<file path="config.mk">
export PLATFORM = sky130hd
export DESIGN_NAME = rv32if_instruction_decoder
export DESIGN_NICKNAME = d
export VERILOG_FILES = /design/src/hw/rtl/rv32if_pkg.sv /design/src/hw/rtl/rv32if_id_dec.sv /design/src/hw/rtl/rv32if_opnd.sv /design/src/hw/rtl/rv32if_instruction_decoder.sv
export SDC_FILE = /design/constraint.sdc
export NUM_CORES = 1
export LEC_CHECK = 0
export BUFFER_PORTS_ARGS = -buffer_cell sky130_fd_sc_hd__clkbuf_2
export CORE_MARGIN = 4
export CORE_UTILIZATION = 25
export CTS_CLUSTER_SIZE = 10
export DETAILED_ROUTE_END_ITERATION = 8
export PLACE_DENSITY = 0.44
export SKIP_CTS_REPAIR_TIMING = 1
export SLEW_MARGIN = 25
export SYNTH_ARGS = -nofsm -noshare
export SYNTH_HDL_FRONTEND = slang
export SYNTH_HIERARCHICAL = 1
export SYNTH_SLANG_ARGS = --single-unit
</file>
<file path="constraint.sdc">
create_clock -name i_clk -period 8.58 [get_ports i_clk]
set_clock_uncertainty 0.1 [all_clocks]
set_input_delay 0.858 -clock i_clk [delete_from_list [all_inputs] [get_ports i_clk]]
set_output_delay 0.858 -clock i_clk [all_outputs]
set_load 0.01 [all_outputs]
</file>
<file path="src/hw/rtl/rv32if_pkg.sv">
package rv32if_pkg;

    typedef enum logic [2:0] {
        KIND_NONE = 3'd0,
        KIND_INT  = 3'd1,
        KIND_ZERO = 3'd2,
        KIND_FLT  = 3'd3,
        KIND_IMM  = 3'd4
    } t_kind;

    typedef enum logic [3:0] {
        FMT_I, FMT_R, FMT_S, FMT_B, FMT_U, FMT_AUIPC, FMT_J, FMT_CSR,
        FMT_FLOAD, FMT_FSTORE, FMT_FR, FMT_FR2R, FMT_R2FR
    } t_fmt;

    typedef logic [6:0] t_id;

    localparam t_id ID_INVALID = 7'd0;
    localparam t_id ID_LB = 7'd1, ID_LH = 7'd2, ID_LW = 7'd3, ID_LBU = 7'd4, ID_LHU = 7'd5;
    localparam t_id ID_SB = 7'd6, ID_SH = 7'd7, ID_SW = 7'd8;
    localparam t_id ID_ADDI = 7'd9, ID_SLLI = 7'd10, ID_SLTI = 7'd11, ID_SLTIU = 7'd12;
    localparam t_id ID_XORI = 7'd13, ID_SRLI = 7'd14, ID_SRAI = 7'd15, ID_ORI = 7'd16;
    localparam t_id ID_ANDI = 7'd17, ID_AUIPC = 7'd18, ID_LUI = 7'd19;
    localparam t_id ID_ADD = 7'd20, ID_SUB = 7'd21, ID_SLL = 7'd22, ID_SLT = 7'd23;
    localparam t_id ID_SLTU = 7'd24, ID_XOR = 7'd25, ID_SRL = 7'd26, ID_SRA = 7'd27;
    localparam t_id ID_OR = 7'd28, ID_AND = 7'd29;
    localparam t_id ID_BEQ = 7'd30, ID_BNE = 7'd31, ID_BLT = 7'd32, ID_BGE = 7'd33;
    localparam t_id ID_BLTU = 7'd34, ID_BGEU = 7'd35;
    localparam t_id ID_JALR = 7'd36, ID_RET = 7'd37, ID_JAL = 7'd38, ID_EBREAK = 7'd39;
    localparam t_id ID_CSRRW = 7'd40, ID_CSRRS = 7'd41, ID_CSRRC = 7'd42;
    localparam t_id ID_CSRRWI = 7'd43, ID_CSRRSI = 7'd44, ID_CSRRCI = 7'd45;
    localparam t_id ID_FLW = 7'd46, ID_FSW = 7'd47;
    localparam t_id ID_FMADD = 7'd48, ID_FMSUB = 7'd49, ID_FNMSUB = 7'd50, ID_FNMADD = 7'd51;
    localparam t_id ID_FADD = 7'd52, ID_FSUB = 7'd53, ID_FMUL = 7'd54, ID_FDIV = 7'd55;
    localparam t_id ID_FSQRT = 7'd56, ID_FSGNJ = 7'd57, ID_FSGNJN = 7'd58, ID_FSGNJX = 7'd59;
    localparam t_id ID_FMIN = 7'd60, ID_FMAX = 7'd61, ID_FCVT_W_S = 7'd62;
    localparam t_id ID_FCVT_WU_S = 7'd63, ID_FMV_X_W = 7'd64, ID_FCLASS = 7'd65;
    localparam t_id ID_FLE = 7'd66, ID_FLT = 7'd67, ID_FEQ = 7'd68;
    localparam t_id ID_FCVT_S_W = 7'd69, ID_FCVT_S_WU = 7'd70, ID_FMV_W_X = 7'd71;
    localparam t_id ID_FCVT_BF16_S = 7'd72, ID_FCVT_S_BF16 = 7'd73;
    localparam t_id ID_FCVT_E4M3_S = 7'd74, ID_FCVT_S_E4M3 = 7'd75;
    localparam t_id ID_FCVT_E5M2_S = 7'd76, ID_FCVT_S_E5M2 = 7'd77;
    localparam t_id ID_FCVT_E2M1_S = 7'd78, ID_FCVT_S_E2M1 = 7'd79;

    localparam logic [4:0] OPC_LOAD = 5'd0, OPC_LOAD_FP = 5'd1, OPC_OP_IMM = 5'd4;
    localparam logic [4:0] OPC_AUIPC = 5'd5, OPC_STORE = 5'd8, OPC_STORE_FP = 5'd9;
    localparam logic [4:0] OPC_OP = 5'd12, OPC_LUI = 5'd13, OPC_MADD = 5'd16;
    localparam logic [4:0] OPC_MSUB = 5'd17, OPC_NMSUB = 5'd18, OPC_NMADD = 5'd19;
    localparam logic [4:0] OPC_OP_FP = 5'd20, OPC_BRANCH = 5'd24, OPC_JALR = 5'd25;
    localparam logic [4:0] OPC_JAL = 5'd27, OPC_SYSTEM = 5'd28;

    localparam logic [6:0] F7_ALT = 7'h20, F7_CVT_BF16 = 7'h22;
    localparam logic [6:0] F7_CVT_FP8 = 7'h24, F7_CVT_FP4 = 7'h26;

    localparam logic [4:0] F5_FADD = 5'd0, F5_FSUB = 5'd1, F5_FMUL = 5'd2, F5_FDIV = 5'd3;
    localparam logic [4:0] F5_FSGNJ = 5'd4, F5_FMINMAX = 5'd5, F5_FSQRT = 5'd11;
    localparam logic [4:0] F5_FCMP = 5'd20, F5_FCVT_W = 5'd24, F5_FCVT_S = 5'd26;
    localparam logic [4:0] F5_FMV_X = 5'd28, F5_FMV_W = 5'd30;

    localparam logic [31:0] LINK_STEP = 32'd4;

    typedef struct packed {
        t_kind       kind;
        logic [4:0]  idx;
        logic [31:0] imm;
    } t_slot;

    typedef struct packed {
        t_id  id;
        t_fmt fmt;
    } t_dec;

    typedef struct packed {
        t_id   id;
        t_slot src1;
        t_slot src2;
        t_slot dest;
    } t_result;

    function automatic t_slot slot_none();
        t_slot s;
        s.kind = KIND_NONE;
        s.idx  = 5'd0;
        s.imm  = 32'd0;
        return s;
    endfunction

    function automatic t_slot slot_int(input logic [4:0] r, input logic keep_x0);
        t_slot s;
        s.kind = (!keep_x0 && r == 5'd0) ? KIND_ZERO : KIND_INT;
        s.idx  = r;
        s.imm  = 32'd0;
        return s;
    endfunction

    function automatic t_slot slot_flt(input logic [4:0] r);
        t_slot s;
        s.kind = KIND_FLT;
        s.idx  = r;
        s.imm  = 32'd0;
        return s;
    endfunction

    function automatic t_slot slot_imm(input logic [31:0] v);
        t_slot s;
        s.kind = KIND_IMM;
        s.idx  = 5'd0;
        s.imm  = v;
        return s;
    endfunction

endpackage

</file>
<file path="src/hw/rtl/rv32if_id_dec.sv">
module rv32if_id_dec
    import rv32if_pkg::*;
(
    input  logic [31:0] i_instr,
    output t_dec        o_dec
);

    logic [4:0] opc;
    logic [2:0] f3;
    logic [6:0] f7;
    logic [4:0] f5;
    logic [4:0] r2;

    assign opc = i_instr[6:2];
    assign f3  = i_instr[14:12];
    assign f7  = i_instr[31:25];
    assign f5  = i_instr[31:27];
    assign r2  = i_instr[24:20];

    always_comb begin
        o_dec.id  = ID_INVALID;
        o_dec.fmt = FMT_I;
        case (opc)
            OPC_LOAD: begin
                o_dec.fmt = FMT_I;
                case (f3)
                    3'd0: o_dec.id = ID_LB;
                    3'd1: o_dec.id = ID_LH;
                    3'd2: o_dec.id = ID_LW;
                    3'd4: o_dec.id = ID_LBU;
                    3'd5: o_dec.id = ID_LHU;
                    default: o_dec.id = ID_INVALID;
                endcase
            end
            OPC_STORE: begin
                o_dec.fmt = FMT_S;
                case (f3)
                    3'd0: o_dec.id = ID_SB;
                    3'd1: o_dec.id = ID_SH;
                    3'd2: o_dec.id = ID_SW;
                    default: o_dec.id = ID_INVALID;
                endcase
            end
            OPC_OP_IMM: begin
                o_dec.fmt = FMT_I;
                case (f3)
                    3'd0: o_dec.id = ID_ADDI;
                    3'd1: o_dec.id = ID_SLLI;
                    3'd2: o_dec.id = ID_SLTI;
                    3'd3: o_dec.id = ID_SLTIU;
                    3'd4: o_dec.id = ID_XORI;
                    3'd5: o_dec.id = (f7 == F7_ALT) ? ID_SRAI : ID_SRLI;
                    3'd6: o_dec.id = ID_ORI;
                    default: o_dec.id = ID_ANDI;
                endcase
            end
            OPC_AUIPC: begin
                o_dec.fmt = FMT_AUIPC;
                o_dec.id  = ID_AUIPC;
            end
            OPC_OP: begin
                o_dec.fmt = FMT_R;
                case (f3)
                    3'd0: o_dec.id = (f7 == F7_ALT) ? ID_SUB : ID_ADD;
                    3'd1: o_dec.id = ID_SLL;
                    3'd2: o_dec.id = ID_SLT;
                    3'd3: o_dec.id = ID_SLTU;
                    3'd4: o_dec.id = ID_XOR;
                    3'd5: o_dec.id = (f7 == F7_ALT) ? ID_SRA : ID_SRL;
                    3'd6: o_dec.id = ID_OR;
                    default: o_dec.id = ID_AND;
                endcase
            end
            OPC_LUI: begin
                o_dec.fmt = FMT_U;
                o_dec.id  = ID_LUI;
            end
            OPC_BRANCH: begin
                o_dec.fmt = FMT_B;
                case (f3)
                    3'd0: o_dec.id = ID_BEQ;
                    3'd1: o_dec.id = ID_BNE;
                    3'd4: o_dec.id = ID_BLT;
                    3'd5: o_dec.id = ID_BGE;
                    3'd6: o_dec.id = ID_BLTU;
                    3'd7: o_dec.id = ID_BGEU;
                    default: o_dec.id = ID_INVALID;
                endcase
            end
            OPC_JALR: begin
                o_dec.fmt = FMT_I;
                if (i_instr[11:7] == 5'd0 && i_instr[31:20] == 12'd0
                        && i_instr[19:15] == 5'd1) begin
                    o_dec.id = ID_RET;
                end else begin
                    o_dec.id = ID_JALR;
                end
            end
            OPC_JAL: begin
                o_dec.fmt = FMT_J;
                o_dec.id  = ID_JAL;
            end
            OPC_SYSTEM: begin
                o_dec.fmt = FMT_CSR;
                case (f3)
                    3'd0: o_dec.id = ID_EBREAK;
                    3'd1: o_dec.id = ID_CSRRW;
                    3'd2: o_dec.id = ID_CSRRS;
                    3'd3: o_dec.id = ID_CSRRC;
                    3'd5: o_dec.id = ID_CSRRWI;
                    3'd6: o_dec.id = ID_CSRRSI;
                    3'd7: o_dec.id = ID_CSRRCI;
                    default: o_dec.id = ID_INVALID;
                endcase
            end
            OPC_LOAD_FP: begin
                o_dec.fmt = FMT_FLOAD;
                o_dec.id  = (f3 == 3'd2) ? ID_FLW : ID_INVALID;
            end
            OPC_STORE_FP: begin
                o_dec.fmt = FMT_FSTORE;
                o_dec.id  = (f3 == 3'd2) ? ID_FSW : ID_INVALID;
            end
            OPC_MADD: begin
                o_dec.fmt = FMT_FR;
                o_dec.id  = ID_FMADD;
            end
            OPC_MSUB: begin
                o_dec.fmt = FMT_FR;
                o_dec.id  = ID_FMSUB;
            end
            OPC_NMSUB: begin
                o_dec.fmt = FMT_FR;
                o_dec.id  = ID_FNMSUB;
            end
            OPC_NMADD: begin
                o_dec.fmt = FMT_FR;
                o_dec.id  = ID_FNMADD;
            end
            OPC_OP_FP: begin
                o_dec.fmt = FMT_FR;
                if (f7 == F7_CVT_BF16) begin
                    case (r2)
                        5'd0: o_dec.id = ID_FCVT_S_BF16;
                        5'd1: o_dec.id = ID_FCVT_BF16_S;
                        default: o_dec.id = ID_INVALID;
                    endcase
                end else if (f7 == F7_CVT_FP8) begin
                    case (r2)
                        5'd0: o_dec.id = ID_FCVT_S_E4M3;
                        5'd1: o_dec.id = ID_FCVT_E4M3_S;
                        5'd2: o_dec.id = ID_FCVT_S_E5M2;
                        5'd3: o_dec.id = ID_FCVT_E5M2_S;
                        default: o_dec.id = ID_INVALID;
                    endcase
                end else if (f7 == F7_CVT_FP4) begin
                    case (r2)
                        5'd0: o_dec.id = ID_FCVT_S_E2M1;
                        5'd1: o_dec.id = ID_FCVT_E2M1_S;
                        default: o_dec.id = ID_INVALID;
                    endcase
                end else begin
                    case (f5)
                        F5_FADD:  o_dec.id = ID_FADD;
                        F5_FSUB:  o_dec.id = ID_FSUB;
                        F5_FMUL:  o_dec.id = ID_FMUL;
                        F5_FDIV:  o_dec.id = ID_FDIV;
                        F5_FSQRT: o_dec.id = ID_FSQRT;
                        F5_FSGNJ: begin
                            case (f3)
                                3'd0: o_dec.id = ID_FSGNJ;
                                3'd1: o_dec.id = ID_FSGNJN;
                                3'd2: o_dec.id = ID_FSGNJX;
                                default: o_dec.id = ID_INVALID;
                            endcase
                        end
                        F5_FMINMAX: begin
                            case (f3)
                                3'd0: o_dec.id = ID_FMIN;
                                3'd1: o_dec.id = ID_FMAX;
                                default: o_dec.id = ID_INVALID;
                            endcase
                        end
                        F5_FCVT_W: begin
                            o_dec.fmt = FMT_FR2R;
                            case (r2)
                                5'd0: o_dec.id = ID_FCVT_W_S;
                                5'd1: o_dec.id = ID_FCVT_WU_S;
                                default: o_dec.id = ID_INVALID;
                            endcase
                        end
                        F5_FMV_X: begin
                            o_dec.fmt = FMT_FR2R;
                            case (f3)
                                3'd0: o_dec.id = ID_FMV_X_W;
                                3'd1: o_dec.id = ID_FCLASS;
                                default: o_dec.id = ID_INVALID;
                            endcase
                        end
                        F5_FCMP: begin
                            o_dec.fmt = FMT_FR2R;
                            case (f3)
                                3'd0: o_dec.id = ID_FLE;
                                3'd1: o_dec.id = ID_FLT;
                                3'd2: o_dec.id = ID_FEQ;
                                default: o_dec.id = ID_INVALID;
                            endcase
                        end
                        F5_FCVT_S: begin
                            o_dec.fmt = FMT_R2FR;
                            case (r2)
                                5'd0: o_dec.id = ID_FCVT_S_W;
                                5'd1: o_dec.id = ID_FCVT_S_WU;
                                default: o_dec.id = ID_INVALID;
                            endcase
                        end
                        F5_FMV_W: begin
                            o_dec.fmt = FMT_R2FR;
                            o_dec.id  = ID_FMV_W_X;
                        end
                        default: o_dec.id = ID_INVALID;
                    endcase
                end
            end
            default: begin
                o_dec.fmt = FMT_I;
                o_dec.id  = ID_INVALID;
            end
        endcase
    end

endmodule

</file>
<file path="src/hw/rtl/rv32if_opnd.sv">
module rv32if_opnd
    import rv32if_pkg::*;
(
    input  logic [31:0] i_instr,
    input  logic [31:0] i_pc,
    input  t_dec        i_dec,
    output t_result     o_result
);

    logic [4:0]  rd;
    logic [4:0]  rs1;
    logic [4:0]  rs2;
    logic [31:0] imm_i;
    logic [31:0] imm_s;
    logic [31:0] imm_u;
    logic [31:0] off_b;
    logic [31:0] off_j;
    logic [31:0] csr_num;
    logic [31:0] pc_addend;
    logic [31:0] pc_target;
    logic [31:0] pc_link;

    assign rd      = i_instr[11:7];
    assign rs1     = i_instr[19:15];
    assign rs2     = i_instr[24:20];
    assign imm_i   = {{20{i_instr[31]}}, i_instr[31:20]};
    assign imm_s   = {{20{i_instr[31]}}, i_instr[31:25], i_instr[11:7]};
    assign imm_u   = {i_instr[31:12], 12'd0};
    assign off_b   = {{19{i_instr[31]}}, i_instr[31], i_instr[7], i_instr[30:25],
                      i_instr[11:8], 1'b0};
    assign off_j   = {{11{i_instr[31]}}, i_instr[31], i_instr[19:12], i_instr[20],
                      i_instr[30:21], 1'b0};
    assign csr_num = {20'd0, i_instr[31:20]};

    always_comb begin
        case (i_dec.fmt)
            FMT_B:   pc_addend = off_b;
            FMT_J:   pc_addend = off_j;
            default: pc_addend = imm_u;
        endcase
    end

    assign pc_target = i_pc + pc_addend;
    assign pc_link   = i_pc + LINK_STEP;

    always_comb begin
        o_result.id   = i_dec.id;
        o_result.src1 = slot_none();
        o_result.src2 = slot_none();
        o_result.dest = slot_none();
        if (i_dec.id != ID_INVALID) begin
            case (i_dec.fmt)
                FMT_I: begin
                    o_result.src1 = slot_int(rs1, 1'b1);
                    o_result.src2 = slot_imm(imm_i);
                    o_result.dest = slot_int(rd, 1'b0);
                end
                FMT_R: begin
                    o_result.src1 = slot_int(rs1, 1'b1);
                    o_result.src2 = slot_int(rs2, 1'b1);
                    o_result.dest = slot_int(rd, 1'b0);
                end
                FMT_S: begin
                    o_result.src1 = slot_int(rs1, 1'b1);
                    o_result.src2 = slot_imm(imm_s);
                    o_result.dest = slot_int(rs2, 1'b1);
                end
                FMT_B: begin
                    o_result.src1 = slot_int(rs1, 1'b1);
                    o_result.src2 = slot_int(rs2, 1'b1);
                    o_result.dest = slot_imm(pc_target);
                end
                FMT_U: begin
                    o_result.src1 = slot_imm(imm_u);
                    o_result.dest = slot_int(rd, 1'b0);
                end
                FMT_AUIPC: begin
                    o_result.src1 = slot_imm(pc_target);
                    o_result.dest = slot_int(rd, 1'b0);
                end
                FMT_J: begin
                    o_result.src1 = slot_imm(pc_target);
                    o_result.src2 = slot_imm(pc_link);
                    o_result.dest = slot_int(rd, 1'b0);
                end
                FMT_CSR: begin
                    o_result.src1 = slot_int(rs1, 1'b1);
                    o_result.src2 = slot_imm(csr_num);
                    o_result.dest = slot_int(rd, 1'b0);
                end
                FMT_FLOAD: begin
                    o_result.src1 = slot_int(rs1, 1'b0);
                    o_result.src2 = slot_imm(imm_i);
                    o_result.dest = slot_flt(rd);
                end
                FMT_FSTORE: begin
                    o_result.src1 = slot_int(rs1, 1'b1);
                    o_result.src2 = slot_imm(imm_s);
                    o_result.dest = slot_flt(rs2);
                end
                FMT_FR2R: begin
                    o_result.src1 = slot_flt(rs1);
                    o_result.src2 = slot_flt(rs2);
                    o_result.dest = slot_int(rd, 1'b0);
                end
                FMT_R2FR: begin
                    o_result.src1 = slot_int(rs1, 1'b1);
                    o_result.src2 = slot_int(rs2, 1'b1);
                    o_result.dest = slot_flt(rd);
                end
                default: begin
                    o_result.src1 = slot_flt(rs1);
                    o_result.src2 = slot_flt(rs2);
                    o_result.dest = slot_flt(rd);
                end
            endcase
        end
    end

endmodule

</file>
<file path="src/hw/rtl/rv32if_instruction_decoder.sv">
// Structure: an input register holds the accepted item and a result register holds its decode.
// Throughput: one item per cycle; the decode is a single pass of logic between the two
// registers. While a finished result waits, the input register still takes one more item,
// then the input side stalls until the result is accepted.
// Reset: synchronous active-low i_rst_n clears both valid flags; payload is not reset.
module rv32if_instruction_decoder
    import rv32if_pkg::*;
(
    input  logic         i_clk,
    input  logic         i_rst_n,
    input  logic         s_axis_tvalid,
    output logic         s_axis_tready,
    input  logic [63:0]  s_axis_tdata,  // instr_word[31:0], pc_value[63:32]
    output logic         m_axis_tvalid,
    input  logic         m_axis_tready,
    // instr_id[6:0], src1_kind[9:7], src1_reg[14:10], src1_imm[46:15],
    // src2_kind[49:47], src2_reg[54:50], src2_imm[86:55], dest_kind[89:87],
    // dest_reg[94:90], dest_imm[126:95], zero pad[127]
    output logic [127:0] m_axis_tdata
);

    logic        r_in_valid;
    logic [31:0] r_instr;
    logic [31:0] r_pc;
    logic        r_out_valid;
    t_result     r_result;
    t_result     n_result;
    t_dec        dec;
    logic        advance;

    rv32if_id_dec u_id_dec (
        .i_instr (r_instr),
        .o_dec   (dec)
    );

    rv32if_opnd u_opnd (
        .i_instr  (r_instr),
        .i_pc     (r_pc),
        .i_dec    (dec),
        .o_result (n_result)
    );

    assign advance       = !r_out_valid || m_axis_tready;
    assign s_axis_tready = !r_in_valid || advance;

    always_ff @(posedge i_clk) begin
        if (!i_rst_n) begin
            r_in_valid  <= 1'b0;
            r_out_valid <= 1'b0;
        end else begin
            if (s_axis_tready) begin
                r_in_valid <= s_axis_tvalid;
            end
            if (advance) begin
                r_out_valid <= r_in_valid;
            end
        end
    end

    always_ff @(posedge i_clk) begin
        if (s_axis_tvalid && s_axis_tready) begin
            r_instr <= s_axis_tdata[31:0];
            r_pc    <= s_axis_tdata[63:32];
        end
        if (advance && r_in_valid) begin
            r_result <= n_result;
        end
    end

    assign m_axis_tvalid = r_out_valid;
    assign m_axis_tdata  = {1'b0,
                            r_result.dest.imm, r_result.dest.idx, r_result.dest.kind,
                            r_result.src2.imm, r_result.src2.idx, r_result.src2.kind,
                            r_result.src1.imm, r_result.src1.idx, r_result.src1.kind,
                            r_result.id};

endmodule
</file>
==> results of run 1 <==
-- flip-flops by register name (all words and copies together), names as in the netlist --
register and flops:
m_axis_tdata 127, m_axis_tvalid 1, r_in_valid 1, r_instr 30
r_pc 32
-- power breakdown --
group	switching, mW	total (mW)	internal (mW)	leakage [nW]
clock	0.386	0.880	0.494	0.310
combinational	0.277	0.437	0.160	2.88
sequential	0.0586	1.15	1.10	1.78
total	0.722	2.47	1.75	4.97
-- layer usage --
layer | vias up | wire length, µm
met4 | 0 | 820
met3 | 41 | 1770
met2 | 224 | 18100
met1 | 4213 | 17200
met5 | - | 0
li1 | 4187 | -
-- critical path, delay by kind of cell, from the launching register on --
family / cells / cell delay (ns)
XOR/XNOR: 1 / 0.37
buffers and inverters: 2 / 0.43
flip-flops: 1 / 0.87
AO/OA/AOI/OAI: 7 / 1.20
adder cells (fa/ha/maj): 1 / 0.34
AND/OR/NAND/NOR: 9 / 2.93
-- final timing paths --
kind	slack, ns	start	end	cells after the start
worst max register to register	2.07	r_instr[30]	m_axis_tdata[38]	20
worst min register to register	0.44	m_axis_tvalid	r_in_valid	2
worst min-delay path	0.44	m_axis_tvalid	r_in_valid	2
worst max-delay path	2.07	r_instr[30]	m_axis_tdata[38]	20
-- stage by stage --
step | area, µm² | total power, mW | worst slack [ns] | hold WS (ns)
after floorplan | 11100 | 1.45 | 1.39 | 0.429
after global placement | 12600 | 1.62 | 2.13 | 0.418
after detailed placement | 12600 | 1.62 | 2.10 | 0.431
after CTS | 13300 | 2.52 | 2.09 | 0.387
after global routing | 13300 | 2.60 | 1.60 | 0.402
final | 13300 | 2.47 | 2.07 | 0.438
-- final cells by class --
type                       count  area [µm²]  share of cell area [%]
clock inverter                14         201                    1.52
inverter                      24        90.1                   0.678
multi-input combinational    756        4990                    37.6
tap                          592         741                    5.58
sequential                   191        5720                    43.0
clock buffer                  18         429                    3.23
timing repair buffer         210        1100                    8.31
antenna                        1        2.50                  0.0188
==> reports/summary.json, run 1 <==
{
  "outcome": {
    "run_status": "complete, no violations"
  },
  "floorplanning": {
    "die_area_um2": 48000,
    "placeable_core_area_um2": 44100,
    "die_y_um": 219,
    "initial_core_utilization_pct": 25.2,
    "rows": 77,
    "ios": 198,
    "chipWidth_um": 219
  },
  "power": {
    "p_per_area_nw_per_um2": 186,
    "static-leakage-power_nw": 4.97,
    "max-vdd-ir-drop_uv": 137
  },
  "setup_path": {
    "critical_path.max_stage_delay_ns": 0.87,
    "worstPathCellList": "nor4b_2, nor2b_1, o21ai_1, nand2_1, o221ai_1, buf_4, nor3_2, nor2_2, buf_4, nor2b_1, a21o_1, ha_1, a21oi_1, nand2_1, a211oi_1, nand3_2, nand2_1, xor2_1, a211o_1, o21ai_0",
    "startpoint_kind_of_the_worst_setup_timing_path": "flip-flop",
    "critical_path.most_common_cell": "sky130_fd_sc_hd__nand2_1",
    "critPathCaptureType": "flip-flop",
    "worst_ep_arrival_time_ns": 6.62,
    "path_max_fanout": 18,
    "criticalPathCategory": "flip-flop to flip-flop",
    "worst_ep_required_time_ns": 8.70,
    "slowest_stage": "sky130_fd_sc_hd__edfxtp_1"
  },
  "drt": {
    "drt-wirelength-per-cell_um": 21.0,
    "antenna_violating_nets_post_route": 0,
    "vias": 8665,
    "remaining_drc_errors": 0,
    "drtPass1Iterations": 6,
    "drt_first_iter_violations": 669,
    "wirelength_mm": 37.9,
    "vias_per_cell": 4.80
  },
  "sta": {
    "transition_time_at_the_pin_with_the_least_slew_margin_ns": 0.957,
    "rsz0062_at_grt": "no",
    "timing.final.crit_share_pct": 75.8,
    "timing_hold_violations_final": 0,
    "max_clock_freq_mhz": 154,
    "report.final.slew_viol_count": 0,
    "sum_of_negative_setup_slack_ns": 0,
    "slew-limit-headroom_pct": 36.2,
    "post_layout_min_period_ns": 6.51,
    "report.final.setup_viol": 0
  },
  "logic_synthesis": {
    "number_of_warnings_issued_by_yosys": 6,
    "synth_nets": 1143,
    "syn_area_per_cell_um2": 10.7,
    "syn_inst": 1038,
    "netlist_area_pre_place_um2": 11100
  },
  "clock_tree": {
    "htreeDepth": 4,
    "clk_path_buf_depth": 2,
    "clock_transition_at_the_registers_of_the_reported_paths_ns": 0.07,
    "numCtsBuffers": 17,
    "clock_insertion_delay_worst_skew_ns": 0.48,
    "cts.root.buffer_cell": "sky130_fd_sc_hd__clkbuf_16",
    "clkSinkCount": 191,
    "tritoncts": "done"
  },
  "final_layout": {
    "final-instance-count-excl-fill": 1806,
    "mostFrequentLayoutCell": "sky130_fd_sc_hd__clkbuf_2",
    "layout.cells.most_common_list": "sky130_fd_sc_hd__clkbuf_2 (194), sky130_fd_sc_hd__edfxtp_1 (189), sky130_fd_sc_hd__nand2_1 (103)",
    "drive_above_1_share_pct": 23.5,
    "layout.nets": 1305,
    "n_fill_cell": 4722,
    "area_growth_pct": 19.2,
    "post-route-util_pct": 30.1
  },
  "grt": {
    "grt.met3_usage_pct": 3.60,
    "initial_antenna_violation_count": 2,
    "grt_start_max_net_pins": 128,
    "number_of_global_route_vias_before_repair": 8664,
    "use_met1_pct": 20.9,
    "grt_first_pass_wirelength_mm": 55.5,
    "gr-usage-all-layers_pct": 15.8,
    "grt_overflow_total": 0,
    "globalRouteMet2Util_pct": 25.9,
    "top_usage_layer": "met2"
  },
  "place": {
    "hpwl_mm": 27.7,
    "gpl_congestion": 0.876,
    "post-place-cells": 1773,
    "placement.io_buffers": 194
  },
  "worst_hold_path": {
    "hp-class": "flip-flop to flip-flop"
  },
  "job": {
    "drv_cap": 0
  }
}
Power figures use the tool's default switching activity.
==> inputs of run 2 (changes only) <==
==> constraint.sdc (replaced) <==
create_clock -name i_clk -period 6.4 [get_ports i_clk]
set_clock_uncertainty 0.1 [all_clocks]
set_input_delay 0.64 -clock i_clk [delete_from_list [all_inputs] [get_ports i_clk]]
set_output_delay 0.64 -clock i_clk [all_outputs]
set_load 0.01 [all_outputs]
==> run 2 against run 1 <==
Effect of this change:
- final cell count is 1.6% higher
- core utilization is 0.36 points higher
- wire length is 0.33% lower
- clock-buffer cell count is 1 higher
- setup slack worse by 1.3 ns
- via count is 1.0% higher
- total power is 30% higher
- flip-flop and latch count stayed put
- die area stayed put
- critical endpoint is now m_axis_tdata[41]
- register-to-register slack worse by 1.3 ns
==> reports/summary.json, run 2 (synthesis gave the netlist of run 1 again) <==
{
  "grt": {
    "grt_overflow_total": {"value": 0, "change": "unchanged"},
    "number_of_global_route_vias_before_repair": {"value": 8622, "change": "-0.48%"},
    "grt_start_max_net_pins": {"value": 119, "change": "-7.0%"},
    "grt_first_pass_wirelength": {"value": 55.3, "unit": "mm", "change": "-0.29%"},
    "initial_antenna_violation_count": {"value": 2, "change": "unchanged"},
    "gr-usage-all-layers": {"value": 15.8, "unit": "%", "change": "-0.065 points"}
  },
  "clock_tree": {
    "clk_path_buf_depth": {"value": 2, "change": "unchanged"},
    "cts.root.buffer_cell": "sky130_fd_sc_hd__clkbuf_16",
    "tritoncts": "done",
    "clock_insertion_delay_worst_skew": {"value": 0.48, "unit": "ns", "change": "about the same"},
    "clkSinkCount": {"value": 191, "change": "unchanged"},
    "clock_transition_at_the_registers_of_the_reported_paths": {"value": 0.07, "unit": "ns", "change": "about the same"},
    "htreeDepth": {"value": 4, "change": "unchanged"},
    "numCtsBuffers": {"value": 17, "change": "unchanged"}
  },
  "drt": {
    "remaining_drc_errors": {"value": 0, "change": "unchanged"},
    "antenna_violating_nets_post_route": {"value": 0, "change": "unchanged"},
    "drtPass1Iterations": {"value": 7, "change": "+1"},
    "vias_per_cell": {"value": 4.77, "change": "-0.54%"},
    "drt_first_iter_violations": {"value": 684, "change": "+2.2%"},
    "wirelength": {"value": 37.8, "unit": "mm", "change": "-0.33%"},
    "vias": {"value": 8752, "change": "+1.0%"},
    "drt-wirelength-per-cell": {"value": 20.6, "unit": "µm", "change": "-1.9%"}
  },
  "final_layout": {
    "largest_reg_flops": {"value": 127, "change": "unchanged"},
    "area_growth_pct": 20.6,
    "n_fill_cell": {"value": 4696, "change": "-0.55%"},
    "drive_above_1_share": {"value": 25.0, "unit": "%", "change": "+1.5 points"},
    "layout.nets": {"value": 1334, "change": "+2.2%"},
    "mostFrequentLayoutCell": "sky130_fd_sc_hd__clkbuf_2",
    "layout.cells.most_common_list": "sky130_fd_sc_hd__clkbuf_2 (194), sky130_fd_sc_hd__edfxtp_1 (189), sky130_fd_sc_hd__nand2_1 (103)",
    "insertedDiodeCount": {"value": 0, "change": "-1"},
    "layout.cell_area.non_filler": {"value": 13400, "unit": "µm²", "change": "+1.2%"}
  },
  "setup_path": {
    "worst_ep_required_time": {"value": 6.51, "unit": "ns", "change": "-2.19 ns"},
    "path_max_fanout": {"value": 18, "change": "unchanged"},
    "worst_ep_arrival_time": {"value": 5.72, "unit": "ns", "change": "-0.90 ns"},
    "criticalPathCategory": "flip-flop to flip-flop",
    "startpoint_kind_of_the_worst_setup_timing_path": "flip-flop",
    "critPathCaptureType": "flip-flop"
  },
  "place": {
    "gpl_congestion": {"value": 0.875, "change": "about the same"},
    "detailed_place.area": {"value": 12900, "unit": "µm²", "change": "+1.7%"},
    "hpwl": {"value": 28.4, "unit": "mm", "change": "+2.6%"},
    "placement.io_buffers": {"value": 194, "change": "unchanged"}
  },
  "floorplanning": {
    "chipWidth": {"value": 219, "unit": "µm", "change": "unchanged"},
    "ios": {"value": 198, "change": "unchanged"},
    "die_y": {"value": 219, "unit": "µm", "change": "unchanged"},
    "placeable_core_area": {"value": 44100, "unit": "µm²", "change": "unchanged"},
    "initial_core_utilization": {"value": 25.2, "unit": "%", "change": "unchanged"},
    "die_area": {"value": 48000, "unit": "µm²", "change": "unchanged"},
    "rows": {"value": 77, "change": "unchanged"}
  },
  "power": {
    "max-vdd-ir-drop": {"value": 166, "unit": "µV", "change": "+21%"},
    "p_per_area": {"value": 240, "unit": "nW/µm²", "change": "+29%"},
    "static-leakage-power": {"value": 5.07, "unit": "nW", "change": "+2.0%"}
  },
  "sta": {
    "max_clock_freq": {"value": 178, "unit": "MHz", "change": "+16%"},
    "whs": {"value": 0.229, "unit": "ns", "change": "-0.209 ns"},
    "timing_hold_violations_final": {"value": 0, "change": "unchanged"},
    "report.final.setup_viol": {"value": 0, "change": "unchanged"},
    "post_layout_min_period": {"value": 5.61, "unit": "ns", "change": "-0.893 ns"},
    "timing.final.crit_share": {"value": 87.7, "unit": "%", "change": "+12 points"},
    "report.final.slew_viol_count": {"value": 0, "change": "unchanged"},
    "rsz0062_at_grt": "no",
    "sum_of_negative_setup_slack": {"value": 0, "unit": "ns", "change": "unchanged"},
    "transition_time_at_the_pin_with_the_least_slew_margin": {"value": 0.934, "unit": "ns", "change": "-0.0232 ns"},
    "slew-limit-headroom": {"value": 37.7, "unit": "%", "change": "+1.5 points"}
  },
  "job": {
    "drv_cap": {"value": 0, "change": "unchanged"}
  },
  "worst_hold_path": {
    "hp-class": "input port to flip-flop"
  },
  "outcome": {
    "run_status": "complete, no violations"
  }
}
run 2: cell types whose count changed in the layout (fill, tap and decap cells not counted), sizes merged:
cell,delta
buf,+29
inv,-4
clkinv,+3
bufinv,-2
clkinvlp,+2
clkbuf,+1
diode,-1
run 2: layout make-up:
type                            count  area [µm²]  area share [%]
Sequential cell                   191        5720            42.5
Inverter                           24        90.1           0.671
Tap cell                          592         741            5.51
Multi-Input combinational cell    756        5000            37.2
Clock buffer                       19         433            3.22
Clock inverter                     13         139            1.03
Timing Repair Buffer              239        1320            9.83
run 2: per-stage QoR:
stage                     power (mW)  std cells  setup slack (ns)  utilization [%]
after floorplan                 1.94       1038              1.61                -
after detailed placement        2.19       1802             0.811             29.2
after global placement          2.19       1802             0.831             29.1
after CTS                       3.29       1834             0.789             30.4
after global routing            3.40       1834             0.445             30.4
final                           3.22       1834             0.787             30.4
run 2: final timing paths:
check	cells past startpoint	to	slack, ns	start
setup / recovery	19	m_axis_tdata[41]	0.79	r_instr[4]
hold / removal	1	r_pc[7]	0.23	s_axis_tdata[39]
hold reg to reg	2	r_in_valid	0.43	m_axis_tvalid
setup reg to reg	19	m_axis_tdata[41]	0.79	r_instr[4]
run 2: where the power goes:
| part | switching [mW] | internal, mW | leakage (nW) |
|---|---|---|---|
| Sequential | 0.0674 | 1.47 | 1.78 |
| Clock | 0.492 | 0.575 | 0.274 |
| Combinational | 0.386 | 0.234 | 3.02 |
| Total | 0.945 | 2.28 | 5.07 |
run 2: critical path, stage by stage (launching register included):
cell                       delay [ns]
sky130_fd_sc_hd__edfxtp_1        0.75
sky130_fd_sc_hd__or3b_4          0.49
sky130_fd_sc_hd__nor2_4          0.21
sky130_fd_sc_hd__nand2_1         0.14
sky130_fd_sc_hd__o32ai_2         0.49
sky130_fd_sc_hd__nand2b_1        0.33
sky130_fd_sc_hd__nor2_2          0.15
sky130_fd_sc_hd__nor2_1          0.36
sky130_fd_sc_hd__buf_4           0.25
sky130_fd_sc_hd__nor2b_1         0.06
sky130_fd_sc_hd__ha_1            0.35
sky130_fd_sc_hd__a21oi_2         0.16
sky130_fd_sc_hd__o21ai_1         0.14
sky130_fd_sc_hd__a311oi_2        0.40
sky130_fd_sc_hd__o221ai_2        0.19
sky130_fd_sc_hd__a21oi_4         0.22
sky130_fd_sc_hd__a31oi_2         0.12
sky130_fd_sc_hd__xnor2_1         0.21
sky130_fd_sc_hd__buf_4           0.15
sky130_fd_sc_hd__o21ai_1         0.06
run 2: per-layer routing:
layer / track usage, % / up-vias / wire length, µm
met3: 4.24 / 30 / 2060
li1: - / 4239 / -
met5: 0 / - / 0
met4: 4.13 / 0 / 555
met2: 25.4 / 239 / 18100
met1: 21.1 / 4244 / 17100
==> inputs of run 3 (changes only) <==
==> constraint.sdc (replaced) <==
create_clock -name i_clk -period 6.9 [get_ports i_clk]
set_clock_uncertainty 0.1 [all_clocks]
set_input_delay 0.69 -clock i_clk [delete_from_list [all_inputs] [get_ports i_clk]]
set_output_delay 0.69 -clock i_clk [all_outputs]
set_load 0.01 [all_outputs]
==> run 3 against run 2 <==
Effect of this change:
- register-to-register slack improved by 0.17 ns
- final area shrank 0.56%
- global-route usage down 0.086 points
- non-clock buffer count shrank 10
- critical endpoint is now m_axis_tdata[45]
- largest power group unchanged
==> reports/summary.json, run 3 (synthesis gave the netlist of run 1 again) <==
{
  "outcome": {
    "run_status": "complete, no violations"
  },
  "final_layout": {
    "drive_above_1_share": {"value": 24.6, "unit": "%", "change": "-0.45 points"},
    "insertedDiodeCount": {"value": 0, "change": "unchanged"},
    "layout.nets": {"value": 1324, "change": "-0.75%"},
    "n_fill_cell": {"value": 4662, "change": "-0.72%"},
    "layout.cells.most_common_list": "sky130_fd_sc_hd__clkbuf_2 (194), sky130_fd_sc_hd__edfxtp_1 (189), sky130_fd_sc_hd__nand2_1 (103)",
    "area_growth_pct": 20.0,
    "mostFrequentLayoutCell": "sky130_fd_sc_hd__clkbuf_2",
    "largest_reg_flops": {"value": 127, "change": "unchanged"}
  },
  "sta": {
    "sum_of_negative_setup_slack": {"value": 0, "unit": "ns", "change": "unchanged"},
    "slew-limit-headroom": {"value": 34.7, "unit": "%", "change": "-3.1 points"},
    "timing.final.crit_share": {"value": 86.1, "unit": "%", "change": "-1.6 points"},
    "timing.final.ws_setup": {"value": 0.962, "unit": "ns", "change": "+0.175 ns"},
    "report.final.setup_viol": {"value": 0, "change": "unchanged"},
    "rsz0062_at_grt": "no",
    "transition_time_at_the_pin_with_the_least_slew_margin": {"value": 0.980, "unit": "ns", "change": "+0.0461 ns"},
    "report.final.slew_viol_count": {"value": 0, "change": "unchanged"},
    "post_layout_min_period": {"value": 5.94, "unit": "ns", "change": "+0.325 ns"},
    "whs": {"value": 0.274, "unit": "ns", "change": "+0.0441 ns"},
    "max_clock_freq": {"value": 168, "unit": "MHz", "change": "-5.5%"},
    "timing_hold_violations_final": {"value": 0, "change": "unchanged"}
  },
  "power": {
    "max-vdd-ir-drop": {"value": 163, "unit": "µV", "change": "-2.0%"},
    "static-leakage-power": {"value": 5.03, "unit": "nW", "change": "-0.83%"},
    "report.power.total": {"value": 2.99, "unit": "mW", "change": "-7.1%"},
    "p_per_area": {"value": 224, "unit": "nW/µm²", "change": "-6.6%"}
  },
  "setup_path": {
    "regToRegStartpoint": "r_instr[28]",
    "critical_path.max_stage_delay": {"value": 0.60, "unit": "ns", "change": "-0.15 ns"},
    "worstPathCellList": "nor4b_2, nor2b_1, o21ai_1, nand2_1, o221ai_1, buf_4, nor3_2, nor2_1, buf_4, nor2b_1, buf_4, a21o_1, ha_1, a21oi_1, nor2_1, a211oi_1, o21a_1, nor2b_1, a31oi_2, xnor2_1, o21ai_1",
    "worst_ep_arrival_time": {"value": 6.05, "unit": "ns", "change": "+0.33 ns"},
    "critPathBufInv": {"value": 3, "change": "+1"},
    "worst_r2r_path_depth": {"value": 21, "change": "+2"},
    "path_max_fanout": {"value": 11, "change": "-7"},
    "critPathCaptureType": "flip-flop",
    "kind_of_cell_with_the_highest_combined_delay_on_the_critical_path": "simple AND/OR/NAND/NOR gates",
    "worst_ep_required_time": {"value": 7.01, "unit": "ns", "change": "+0.50 ns"},
    "reg2reg_setup_slack": {"value": 0.96, "unit": "ns", "change": "+0.17 ns"},
    "criticalPathCategory": "flip-flop to flip-flop",
    "startpoint_kind_of_the_worst_setup_timing_path": "flip-flop",
    "r2r_endpoint": "m_axis_tdata[45]",
    "slowest_stage": "sky130_fd_sc_hd__nor2b_1"
  },
  "grt": {
    "initial_antenna_violation_count": {"value": 2, "change": "unchanged"},
    "grt_start_max_net_pins": {"value": 119, "change": "unchanged"},
    "number_of_global_route_vias_before_repair": {"value": 8546, "change": "-0.88%"},
    "grt_first_pass_wirelength": {"value": 55.1, "unit": "mm", "change": "-0.47%"},
    "grt_overflow_total": {"value": 0, "change": "unchanged"},
    "gr-usage-all-layers": {"value": 15.7, "unit": "%", "change": "-0.086 points"}
  },
  "drt": {
    "antenna_violating_nets_post_route": {"value": 0, "change": "unchanged"},
    "detailroute.wirelength.met2": {"value": 17.9, "unit": "mm", "change": "-0.72%"},
    "wirelength": {"value": 38.1, "unit": "mm", "change": "+0.73%"},
    "top_layer_used": "met4",
    "drtPass1Iterations": {"value": 6, "change": "-1"},
    "drt_first_iter_violations": {"value": 603, "change": "-12%"},
    "drt-wirelength-per-cell": {"value": 20.9, "unit": "µm", "change": "+1.3%"},
    "vias": {"value": 8775, "change": "+0.26%"},
    "remaining_drc_errors": {"value": 0, "change": "unchanged"},
    "wl_met1": {"value": 17.5, "unit": "mm", "change": "+2.1%"},
    "vias_per_cell": {"value": 4.81, "change": "+0.81%"},
    "wl_met3": {"value": 1.92, "unit": "mm", "change": "-6.9%"}
  },
  "job": {
    "drv_cap": {"value": 0, "change": "unchanged"}
  },
  "clock_tree": {
    "clock_insertion_delay_worst_skew": {"value": 0.49, "unit": "ns", "change": "about the same"},
    "tritoncts": "done",
    "numCtsBuffers": {"value": 17, "change": "unchanged"},
    "clk_path_buf_depth": {"value": 2, "change": "unchanged"},
    "cts.root.buffer_cell": "sky130_fd_sc_hd__clkbuf_16",
    "clkSinkCount": {"value": 191, "change": "unchanged"},
    "clock_transition_at_the_registers_of_the_reported_paths": {"value": 0.07, "unit": "ns", "change": "about the same"},
    "htreeDepth": {"value": 4, "change": "unchanged"}
  },
  "worst_hold_path": {
    "worst_hold_startpoint": "s_axis_tdata[11]",
    "min_to": "r_instr[11]",
    "min_delay_path_depth": {"value": 1, "change": "unchanged"},
    "hp-class": "input port to flip-flop"
  },
  "floorplanning": {
    "placeable_core_area": {"value": 44100, "unit": "µm²", "change": "unchanged"},
    "die_area": {"value": 48000, "unit": "µm²", "change": "unchanged"},
    "chipWidth": {"value": 219, "unit": "µm", "change": "unchanged"},
    "rows": {"value": 77, "change": "unchanged"},
    "ios": {"value": 198, "change": "unchanged"},
    "initial_core_utilization": {"value": 25.2, "unit": "%", "change": "unchanged"},
    "die_y": {"value": 219, "unit": "µm", "change": "unchanged"}
  },
  "place": {
    "placement.setup.worst_slack": {"value": 0.989, "unit": "ns", "change": "+0.178 ns"},
    "hpwl": {"value": 28.1, "unit": "mm", "change": "-0.84%"},
    "placement.io_buffers": {"value": 194, "change": "unchanged"},
    "gpl_congestion": {"value": 0.869, "change": "-0.75%"}
  }
}
## run 3: how the worst max path moves through the flow
| stage | startpoint | end | slack (ns) | depth (start not counted) |
|---|---|---|---|---|
| after global placement | r_instr[28] | m_axis_tdata[38] | 0.88 | 19 |
| final | r_instr[28] | m_axis_tdata[45] | 0.96 | 21 |
| after global routing | r_instr[31] | m_axis_tdata[46] | 0.55 | 21 |
| after CTS | r_instr[31] | m_axis_tdata[45] | 0.97 | 21 |
| after detailed placement | r_instr[31] | m_axis_tdata[45] | 0.99 | 21 |
| after floorplan | r_instr[28] | m_axis_tdata[30] | 2.11 | 23 |
## run 3: cell type report
| cell class | count | area [µm²] | share of cell area [%] |
|---|---|---|---|
| Clock buffer | 18 | 429 | 3.21 |
| Clock inverter | 14 | 149 | 1.11 |
| Inverter | 24 | 90.1 | 0.674 |
| Timing Repair Buffer | 229 | 1250 | 9.33 |
| Sequential cell | 191 | 5720 | 42.8 |
| Tap cell | 592 | 741 | 5.54 |
| Multi-Input combinational cell | 756 | 4990 | 37.3 |
## run 3: where the power goes
group	switching [mW]	leakage [nW]	internal (mW)
Combinational	0.362	2.97	0.207
Sequential	0.0556	1.78	1.36
Clock	0.496	0.278	0.511
## run 3: per-stage QoR
step	area (µm²)	utilization, %	instances
global placement	12800	29.0	1791
CTS	13400	30.3	1824
finish	13400	30.3	1824
detailed placement	12800	29.0	1792
global route	13400	30.3	1824
floorplan	11100	-	1038
## run 3: layer usage
layer	up-vias	GRT usage, %
met1	4266	21.0
li1	4218	-
met3	31	3.63
met4	0	4.99
met5	-	0
met2	260	25.2
